--- config.mk ---
export PLATFORM = sky130hd
export DESIGN_NAME = attack_release_envelope_top
export DESIGN_NICKNAME = d
export VERILOG_FILES = /design/src/are_pkg.sv /design/src/attack_release_envelope_top.sv
export SDC_FILE = /design/constraint.sdc
export NUM_CORES = 1
export LEC_CHECK = 0
export ABC_AREA = 1
export BUFFER_PORTS_ARGS = -buffer_cell sky130_fd_sc_hd__buf_4
export CORE_ASPECT_RATIO = 0.75
export CORE_MARGIN = 3
export CORE_UTILIZATION = 35
export CTS_CLUSTER_DIAMETER = 40
export DETAILED_ROUTE_END_ITERATION = 12
export GPL_ROUTABILITY_DRIVEN = 0
export PLACE_DENSITY = 0.49
export SETUP_SLACK_MARGIN = 0.05
export SYNTH_ARGS = -nofsm -noshare
export SYNTH_HDL_FRONTEND = slang
export SYNTH_SLANG_ARGS = --single-unit
--- constraint.sdc ---
create_clock -name aclk -period 2.7 [get_ports aclk]
set_input_delay 0.81 -clock aclk [delete_from_list [all_inputs] [get_ports aclk]]
set_output_delay 0.81 -clock aclk [all_outputs]
set_load 0.02 [all_outputs]
--- src/are_pkg.sv ---
// ----------------------------------------------------------------------------
// are_pkg: shared types and constants for the attack/release envelope
// Transaction payloads, command codes, register indexes and derived widths.
// ----------------------------------------------------------------------------
package are_pkg;

    // Widths of the elapsed counter and of the level fraction
    localparam int ELAPSED_BITS    = 24;
    localparam int LEVEL_FRAC_BITS = 16;

    // Derived widths
    localparam int TICK_W  = 16;                        // ramp lengths, offset
    localparam int LEVEL_W = LEVEL_FRAC_BITS + 1;       // Q1.FRAC level
    localparam int T_W     = ELAPSED_BITS + 1;          // elapsed + offset
    localparam int NUM_W   = LEVEL_W + TICK_W;          // product / dividend
    localparam int CNT_W   = $clog2(LEVEL_W + 1);       // serial step counter
    localparam int CMD_W   = 3;
    localparam int CFG_IDX_W = 2;

    localparam logic [LEVEL_W-1:0] LEVEL_ONE     = LEVEL_W'(1) << LEVEL_FRAC_BITS;
    localparam logic [TICK_W-1:0]  DEFAULT_TICKS = TICK_W'(80);

    // Command codes
    localparam logic [CMD_W-1:0] CMD_TICK    = 3'd0;
    localparam logic [CMD_W-1:0] CMD_ATTACK  = 3'd1;
    localparam logic [CMD_W-1:0] CMD_RELEASE = 3'd2;
    localparam logic [CMD_W-1:0] CMD_PAUSE   = 3'd3;
    localparam logic [CMD_W-1:0] CMD_RESUME  = 3'd4;
    localparam logic [CMD_W-1:0] CMD_QUERY   = 3'd5;

    // Configuration register indexes
    localparam logic [CFG_IDX_W-1:0] REG_ATTACK_TICKS  = 2'd0;
    localparam logic [CFG_IDX_W-1:0] REG_RELEASE_TICKS = 2'd1;

    // Input transaction
    typedef struct packed {
        logic [CMD_W-1:0]  command;
        logic [TICK_W-1:0] offset;
    } in_item_t;

    // Result transaction
    typedef struct packed {
        logic [LEVEL_W-1:0] level;
        logic               done_res;
    } out_item_t;

endpackage

--- src/attack_release_envelope_top.sv ---
// ----------------------------------------------------------------------------
// attack_release_envelope_top: linear attack/release envelope generator
// Each command updates the timer state (a query only reads it) and returns one level/done result.
// ----------------------------------------------------------------------------
// One command is taken at a time. After acceptance the ST_SETUP state chooses
// the ramp case, then the block runs a bit-serial shift-add multiplier (release
// ramp only) and a bit-serial restoring divider (both ramps) before the result
// is loaded into the output register once that register is free. A command
// whose level is saturated (1.0 in attack, 0 in release) skips both serial
// units; s_ready rises again once the result sits in the output register.
// The user must write ramp lengths over the cfg port (always ready) only while
// no command is in flight; the block itself does not enforce this.
module attack_release_envelope_top (
    input  logic                               aclk,
    input  logic                               aresetn,
    // command channel
    input  logic                               s_valid,
    output logic                               s_ready,
    input  are_pkg::in_item_t                  s_data,
    // result channel
    output logic                               m_valid,
    input  logic                               m_ready,
    output are_pkg::out_item_t                 m_data,
    // configuration channel
    input  logic                               cfg_valid,
    output logic                               cfg_ready,
    input  logic [are_pkg::CFG_IDX_W-1:0]      cfg_index,
    input  logic [are_pkg::TICK_W-1:0]         cfg_data
);

    typedef enum logic [2:0] {
        ST_IDLE,
        ST_SETUP,
        ST_MUL,
        ST_DIV,
        ST_FIN
    } state_t;

    localparam int ELAPSED_BITS = are_pkg::ELAPSED_BITS;
    localparam int TICK_W       = are_pkg::TICK_W;
    localparam int LEVEL_W      = are_pkg::LEVEL_W;
    localparam int T_W          = are_pkg::T_W;
    localparam int NUM_W        = are_pkg::NUM_W;
    localparam int CNT_W        = are_pkg::CNT_W;

    state_t                    state_reg,     state_next;
    logic [ELAPSED_BITS-1:0]   elapsed_reg,   elapsed_next;
    logic                      releasing_reg, releasing_next;
    logic                      held_reg,      held_next;
    logic                      started_reg,   started_next;
    logic [LEVEL_W-1:0]        rel_level_reg, rel_level_next;
    logic [TICK_W-1:0]         atk_ticks_reg, atk_ticks_next;
    logic [TICK_W-1:0]         rel_ticks_reg, rel_ticks_next;
    logic [T_W-1:0]            t_reg,         t_next;
    logic                      calc_rel_reg,  calc_rel_next;
    logic                      cap_reg,       cap_next;
    logic [NUM_W-1:0]          num_reg,       num_next;
    logic [TICK_W-1:0]         div_reg,       div_next;
    logic [CNT_W-1:0]          cnt_reg,       cnt_next;
    logic [LEVEL_W-1:0]        lvl_reg,       lvl_next;
    logic                      m_valid_reg,   m_valid_next;
    are_pkg::out_item_t        m_data_reg,    m_data_next;

    logic                      s_accept;
    logic                      out_free;
    logic [TICK_W:0]           trial;
    logic [TICK_W:0]           trial_diff;
    logic                      trial_ge;
    logic [LEVEL_W:0]          psum;
    logic                      done_flag;

    assign s_ready   = (state_reg == ST_IDLE);
    assign cfg_ready = 1'b1;
    assign m_valid   = m_valid_reg;
    assign m_data    = m_data_reg;
    assign s_accept  = s_valid && s_ready;
    assign out_free  = !m_valid_reg || m_ready;

    // Divider step: restoring, one quotient bit per cycle
    assign trial      = {num_reg[NUM_W-1:LEVEL_W], num_reg[LEVEL_W-1]};
    assign trial_diff = trial - {1'b0, div_reg};
    assign trial_ge   = (trial >= {1'b0, div_reg});

    // Multiplier step: LSB-first shift-add of the captured release level
    assign psum = {1'b0, num_reg[NUM_W-1:TICK_W]}
                + (num_reg[0] ? {1'b0, rel_level_reg} : {(LEVEL_W+1){1'b0}});

    // Done flag reflects the updated state, without the query offset
    assign done_flag = releasing_reg
                    && (elapsed_reg > ELAPSED_BITS'(rel_ticks_reg));

    // Next-state logic
    always_comb begin
        state_next     = state_reg;
        elapsed_next   = elapsed_reg;
        releasing_next = releasing_reg;
        held_next      = held_reg;
        started_next   = started_reg;
        rel_level_next = rel_level_reg;
        atk_ticks_next = atk_ticks_reg;
        rel_ticks_next = rel_ticks_reg;
        t_next         = t_reg;
        calc_rel_next  = calc_rel_reg;
        cap_next       = cap_reg;
        num_next       = num_reg;
        div_next       = div_reg;
        cnt_next       = cnt_reg;
        lvl_next       = lvl_reg;
        m_valid_next   = m_valid_reg;
        m_data_next    = m_data_reg;

        // Result register drains independently
        if (m_valid_reg && m_ready) begin
            m_valid_next = 1'b0;
        end

        // Configuration writes
        if (cfg_valid) begin
            if (cfg_index == are_pkg::REG_ATTACK_TICKS) begin
                atk_ticks_next = cfg_data;
            end else if (cfg_index == are_pkg::REG_RELEASE_TICKS) begin
                rel_ticks_next = cfg_data;
            end
        end

        case (state_reg)
            // Apply the command to the timer state, latch the evaluation time
            ST_IDLE: begin
                if (s_accept) begin
                    state_next    = ST_SETUP;
                    t_next        = T_W'(elapsed_reg);
                    calc_rel_next = releasing_reg;
                    cap_next      = 1'b0;
                    case (s_data.command)
                        are_pkg::CMD_TICK: begin
                            if (started_reg && !held_reg && (elapsed_reg != '1)) begin
                                elapsed_next = elapsed_reg + ELAPSED_BITS'(1);
                                t_next       = T_W'(elapsed_reg + ELAPSED_BITS'(1));
                            end
                        end
                        are_pkg::CMD_ATTACK: begin
                            releasing_next = 1'b0;
                            elapsed_next   = '0;
                            started_next   = 1'b1;
                            held_next      = 1'b0;
                            t_next         = '0;
                            calc_rel_next  = 1'b0;
                        end
                        are_pkg::CMD_RELEASE: begin
                            // level at the old time and old phase is captured
                            releasing_next = 1'b1;
                            elapsed_next   = '0;
                            started_next   = 1'b1;
                            held_next      = 1'b0;
                            cap_next       = 1'b1;
                        end
                        are_pkg::CMD_PAUSE: begin
                            held_next = 1'b1;
                        end
                        are_pkg::CMD_RESUME: begin
                            held_next = 1'b0;
                        end
                        are_pkg::CMD_QUERY: begin
                            t_next = T_W'(elapsed_reg) + T_W'(s_data.offset);
                        end
                        default: begin
                        end
                    endcase
                end
            end

            // Pick saturated level or start the serial datapath
            ST_SETUP: begin
                cnt_next = '0;
                if (calc_rel_reg) begin
                    div_next = rel_ticks_reg;
                    if (t_reg < T_W'(rel_ticks_reg)) begin
                        num_next   = {{LEVEL_W{1'b0}}, rel_ticks_reg - t_reg[TICK_W-1:0]};
                        state_next = ST_MUL;
                    end else begin
                        lvl_next   = '0;
                        state_next = ST_FIN;
                    end
                end else begin
                    div_next = atk_ticks_reg;
                    if (t_reg < T_W'(atk_ticks_reg)) begin
                        num_next   = NUM_W'({t_reg[TICK_W-1:0],
                                             {are_pkg::LEVEL_FRAC_BITS{1'b0}}});
                        state_next = ST_DIV;
                    end else begin
                        lvl_next   = are_pkg::LEVEL_ONE;
                        state_next = ST_FIN;
                    end
                end
            end

            // release_level * (release_ticks - t), one multiplier bit a cycle
            ST_MUL: begin
                num_next = {psum, num_reg[TICK_W-1:1]};
                cnt_next = cnt_reg + CNT_W'(1);
                if (cnt_reg == CNT_W'(TICK_W - 1)) begin
                    cnt_next   = '0;
                    state_next = ST_DIV;
                end
            end

            // Quotient bits shift in at the bottom of num_reg
            ST_DIV: begin
                num_next = {(trial_ge ? trial_diff[TICK_W-1:0] : trial[TICK_W-1:0]),
                            num_reg[LEVEL_W-2:0], trial_ge};
                cnt_next = cnt_reg + CNT_W'(1);
                if (cnt_reg == CNT_W'(LEVEL_W - 1)) begin
                    lvl_next   = {num_reg[LEVEL_W-2:0], trial_ge};
                    state_next = ST_FIN;
                end
            end

            // Load the result once the output register is free
            ST_FIN: begin
                if (out_free) begin
                    m_valid_next         = 1'b1;
                    m_data_next.done_res = done_flag;
                    m_data_next.level    = lvl_reg;
                    if (cap_reg) begin
                        // new release ramp at t = 0 gives the captured level
                        rel_level_next    = lvl_reg;
                        m_data_next.level = (rel_ticks_reg != '0) ? lvl_reg : '0;
                    end
                    cap_next   = 1'b0;
                    state_next = ST_IDLE;
                end
            end

            default: begin
                state_next = ST_IDLE;
            end
        endcase
    end

    // State and registered outputs
    always_ff @(posedge aclk) begin
        if (!aresetn) begin
            state_reg     <= ST_IDLE;
            elapsed_reg   <= '0;
            releasing_reg <= 1'b0;
            held_reg      <= 1'b0;
            started_reg   <= 1'b0;
            rel_level_reg <= '0;
            atk_ticks_reg <= are_pkg::DEFAULT_TICKS;
            rel_ticks_reg <= are_pkg::DEFAULT_TICKS;
            calc_rel_reg  <= 1'b0;
            cap_reg       <= 1'b0;
            cnt_reg       <= '0;
            m_valid_reg   <= 1'b0;
        end else begin
            state_reg     <= state_next;
            elapsed_reg   <= elapsed_next;
            releasing_reg <= releasing_next;
            held_reg      <= held_next;
            started_reg   <= started_next;
            rel_level_reg <= rel_level_next;
            atk_ticks_reg <= atk_ticks_next;
            rel_ticks_reg <= rel_ticks_next;
            calc_rel_reg  <= calc_rel_next;
            cap_reg       <= cap_next;
            cnt_reg       <= cnt_next;
            m_valid_reg   <= m_valid_next;
        end
        t_reg      <= t_next;
        num_reg    <= num_next;
        div_reg    <= div_next;
        lvl_reg    <= lvl_next;
        m_data_reg <= m_data_next;
    end

endmodule

Yosys cells after proc, flatten, opt, wreduce, memory -nomap -nowiden --
Index checks and enable logic that the tools add are counted.
Cells by class: $add $sub $neg 7, multipliers 0, divide/modulo/power cells 0, magnitude comparators 4, equal/unequal tests 22, shift-type cells 0, mux-type cells 38, bitwise logic cells 1, reduce and logical (&&, ||, !) cells 33
Operators by type and width (count):
- $mux 17 | 7
- $mux 33 | 3
- $pmux 33 s3 | 1
- $pmux 25 s3 | 1
- $lt 25x16->1 | 2
- $pmux 24 s2 | 1
- $pmux 17 s2 | 1
- $mux 16 | 2
- $sub 16x16->16 | 2
- $add 24x1->25 const B | 1
- $add 24x16->25 | 1
- $mux 25 | 1
- $add 24x1->24 const B | 1
- $gt 24x16->1 | 1
- $mux 24 | 1
- $ne 24x24->1 const B | 1
- $mux 3 | 7
- $reduce_and 3->1 | 7
- $add 17x17->18 | 1
- $ge 17x16->1 | 1
- $reduce_bool 16->1 | 1
- $pmux 3 s5 | 1
- $pmux 5 s3 | 1
- $eq 3x2->1 const B | 4
- 24 further kinds | 55
Word-level totals: bits in registers 196, bits in latches 0, memory bits (writable) 0, bits in read-only memories 0, input port bits 42, logic and storage cells 123, memories kept 0

Depth between registers and ports, before layout --
depth in word-level cells 5, depth in mapped cells 19, depth with buffers taken out 17

Least setup slack after synthesis --
Ideal clock, no wire load.
kind register -> register, start reg state_reg[0], end reg lvl_reg[0], enable pin, setup time 0.369 ns, arrival time 2.432 ns, slack -0.101 ns, cell stages (with the launch flop) 7, path buffers 0, period minus slack after synthesis 2.801 ns, path through dfxtp_1 inv_1 nor3_1 nand3_1 nand2_1 nand2_1 inv_1
On the way: word-level cells in the longest chain between the ends 3
RTL lines:
- from (decl) | line attack_release_envelope_top.sv:46 | state_t state_reg, state_next;
- from (signal assigned) | line attack_release_envelope_top.sv:256 | state_reg <= state_next;
- $eq 3x1->1 / $eq 3x2->1 (equally long branches) | line attack_release_envelope_top.sv:126 | case (state_reg)
- $ne 3x3->1 (no source line), or another cell as far along
- $reduce_and 4->1 (no source line) (*)
- to (signal assigned) | line attack_release_envelope_top.sv:272 | lvl_reg <= lvl_next;
- to (decl) | line attack_release_envelope_top.sv:60 | logic [LEVEL_W-1:0] lvl_reg, lvl_next;
Mark *: on every way between the ends. The rest lies on a longest branch, timed or not. A chain may end at the register's enable or synchronous reset.

Final worst setup path --
start reg t_reg[8], end reg num_reg[10], data pin
On the way: word-level cells in the longest chain between the ends 4
RTL lines:
- from (decl) | line attack_release_envelope_top.sv:54 | logic [T_W-1:0] t_reg, t_next;
- from (signal assigned) | line attack_release_envelope_top.sv:269 | t_reg <= t_next;
- $sub 16x16->16 | line attack_release_envelope_top.sv:178 | num_next = {{LEVEL_W{1'b0}}, rel_ticks_reg - t_reg[TICK_W-1:0]};
- $mux 33 | line attack_release_envelope_top.sv:177 | if (t_reg < T_W'(rel_ticks_reg)) begin
- $mux 33 | line attack_release_envelope_top.sv:175 | if (calc_rel_reg) begin
- $pmux 33 s3 | line attack_release_envelope_top.sv:126
- via num_next[10] | line attack_release_envelope_top.sv:57 | logic [NUM_W-1:0] num_reg, num_next;
- to (signal assigned) | line attack_release_envelope_top.sv:270 | num_reg <= num_next;
- to (decl) | line attack_release_envelope_top.sv:57
The timed path passes the listed nets, and every way through them passes these cells. The select of a mux whose other input is x is not followed.

==> results.ini <==
[cells_and_area]
final_common_cell = nand2_1
multi_input_area_mm2 = 0.00766
regArea_mm2 = 0.00502
layout.nets = 2215
largest_register_ffs = 33
insertedDiodeCount = 0
stdcell_area_mm2 = 0.0164
final_cell_mix = 418 x nand2_1, 267 x inv_1, 199 x nor2_1
syn_to_final_growth_pct = 18.7
fillers = 4014
layout-drive-gt1-share_pct = 13.2

[placement]
dpl-instance-area_mm2 = 0.0155
io_buffers = 61
place_hpwl_um = 39300

[floorplan]
core-area_mm2 = 0.0386
die_h_um = 178
dieWidth_um = 235
floorplan.die_area_mm2 = 0.0418
io_pins = 63
rows = 62
start_util_pct = 35.7

[synth]
syn-cell-area_mm2 = 0.0138
syn_inst = 1914
synth_area_per_cell_um2 = 7.20
yosys_warnings = 0
ys_seq_area_share_pct = 36.4
synth_flop_cell = edfxtp_1
synth_edf_count = 109
synth_cell_types = 47
syn_nets = 2076
synth_top_area_cell = edfxtp_1
async_flop_share_pct = 0
yosysTopAreaCellShare_pct = 23.8
ys_ff_latch = 196
synth.area.top_cells = edfxtp_1 24%, dfxtp_1 13%, nand2_1 12%

[sta]
max_clock_freq_mhz = 387
tns_ps = 0
tightest_slew_ps = 750
drv_slew = 0
fin_crit_sh_pct = 95.6
max-slew-margin-rel_pct = 49.9
fin_crit_ps = 2580
hold_violations = 0
grt_setup_unrepaired = true
setup_viol = 0
fin_skew_ps = 20.2

[critical_path]
cp.required_ps = 2890
critPathCaptureType = flip-flop
reg2reg_from = t_reg[8]
cp_max_fo = 5
cp-startpoint = t_reg[8]
worstPathArrival_ps = 2780
crit_path_start_kind = flip-flop
rr_worst_depth = 10
criticalPathCategory = reg -> reg

[run]
drv_cap = 0

[global_route]
grt_pass1_wl_um = 73600
grt_pass1_vias = 12000
track_usage_pct = 23.1
overflow = 0
grt_max_degree = 40
antenna_found_initial = 0

[clocking]
cts_root_buf = clkbuf_16
ctsLongestPathBuffers = 2
cts_tree = yes
h-tree-depth = 4
cts.sinks = 196
clkTransAtPathRegs_ps = 90
cts_buffers = 17
insertion_delay_ps = 470

[power]
ir_drop_uv = 317
p_leak_uw = 0.00744
p_per_area_mw_per_mm2 = 501

[hold_path]
hold_path_class = reg -> reg
min_path_cells = 2
holdCritStartpoint = started_reg

[route]
routed-via-count = 13200
drt-total-wl_um = 48400
drtIter0Drc = 1613
avgViaCountPerCell = 5.13
ant_nets = 0
dr.pass1.iters = 5
drc = 0
post_drt_wl_per_cell_um = 18.8

[status]
status = finished clean

-- through the flow --
step | worst slack (ps) | instances | utilization, % | hold slack (ps) | power, uW
final | 117 | 2578 | 42.4 | 475 | 8190
after global routing | 11.4 | 2578 | 42.4 | 496 | 8640
after CTS | 59.5 | 2575 | 41.9 | 479 | 8190
after detailed placement | -165 | 2543 | 40.2 | 467 | 5410
after global placement | -188 | 2543 | 40.2 | 463 | 5410
after floorplan | 94.3 | 1914 | - | 436 | 4660
-- metal layers --
metal | vias to the layer above | part of all wire (%) | GRT usage (%) | routed length [um]
met4 | 0 | 0.73 | 3.90 | 354
met2 | 458 | 36 | 28.8 | 17500
met5 | - | 0 | 0 | 0
met1 | 6086 | 55 | 38.4 | 26400
li1 | 6662 | - | - | -
met3 | 23 | 8.7 | 5.93 | 4210
-- synthesized netlist by cell type (8+ instances only) --
cell,n
ha_1,116
nand2_1,423
buf_2,10
inv_1,267
a21o_1,10
nor3_1,27
nor2_1,206
xnor2_1,14
nand3_1,116
nand4_1,22
edfxtp_1,109
xor2_1,19
dfxtp_1,87
o21ai_0,162
a21oi_1,176
o211ai_1,18
clkbuf_1,35
or2_2,11
o21ai_1,8
-- kinds of logic (layout without fill, tap and decap cells) --
family / after synthesis / count (layout) / share of synthesized area, %
buffers and inverters: 328 / 480 / 9.22
flip-flops: 196 / 196 / 36.4
other: 1 / 1 / 0.0272
adder cells (fa/ha/maj): 120 / 120 / 11.1
AO/OA/AOI/OAI: 412 / 412 / 16.2
XOR/XNOR: 33 / 33 / 2.10
AND/OR/NAND/NOR: 824 / 824 / 24.9
-- layout make-up --
type | instances | share of cell area [%]
clock buffers | 17 | 2.60
clock inverters | 15 | 1.37
inverters | 277 | 6.37
multi-input cells | 1390 | 46.9
flip-flops and latches | 196 | 30.7
well taps | 512 | 3.92
repair buffers | 171 | 8.19
-- where the power goes --
group          internal, uW  switching [uW]  total, uW
clock                  1300            1460       2750
sequential             3350             164       3520
combinational           700            1230       1930
-- final timing paths --
kind	end	slack, ps
worst max-delay path	num_reg[10]	120
worst min-delay path	started_reg	470
worst max register to register	num_reg[10]	120
worst min register to register	started_reg	470
-- repair_timing --
action,4_1_cts,5_1_grt
buffers inserted,0,2
gates resized for setup,0,47
hold buffers,0,0
endpoints found under the setup margin,0,91
-- critical path, stage by stage (launching register included) --
cell      delay, ps
edfxtp_1        500
buf_4           190
ha_1            290
buf_4           170
nand2_1          70
inv_1            40
a21boi_0        160
nand3_1         190
buf_4           190
o21ai_0         390
nand2_1         130
No activity file was read; power rests on OpenSTA's default activity.
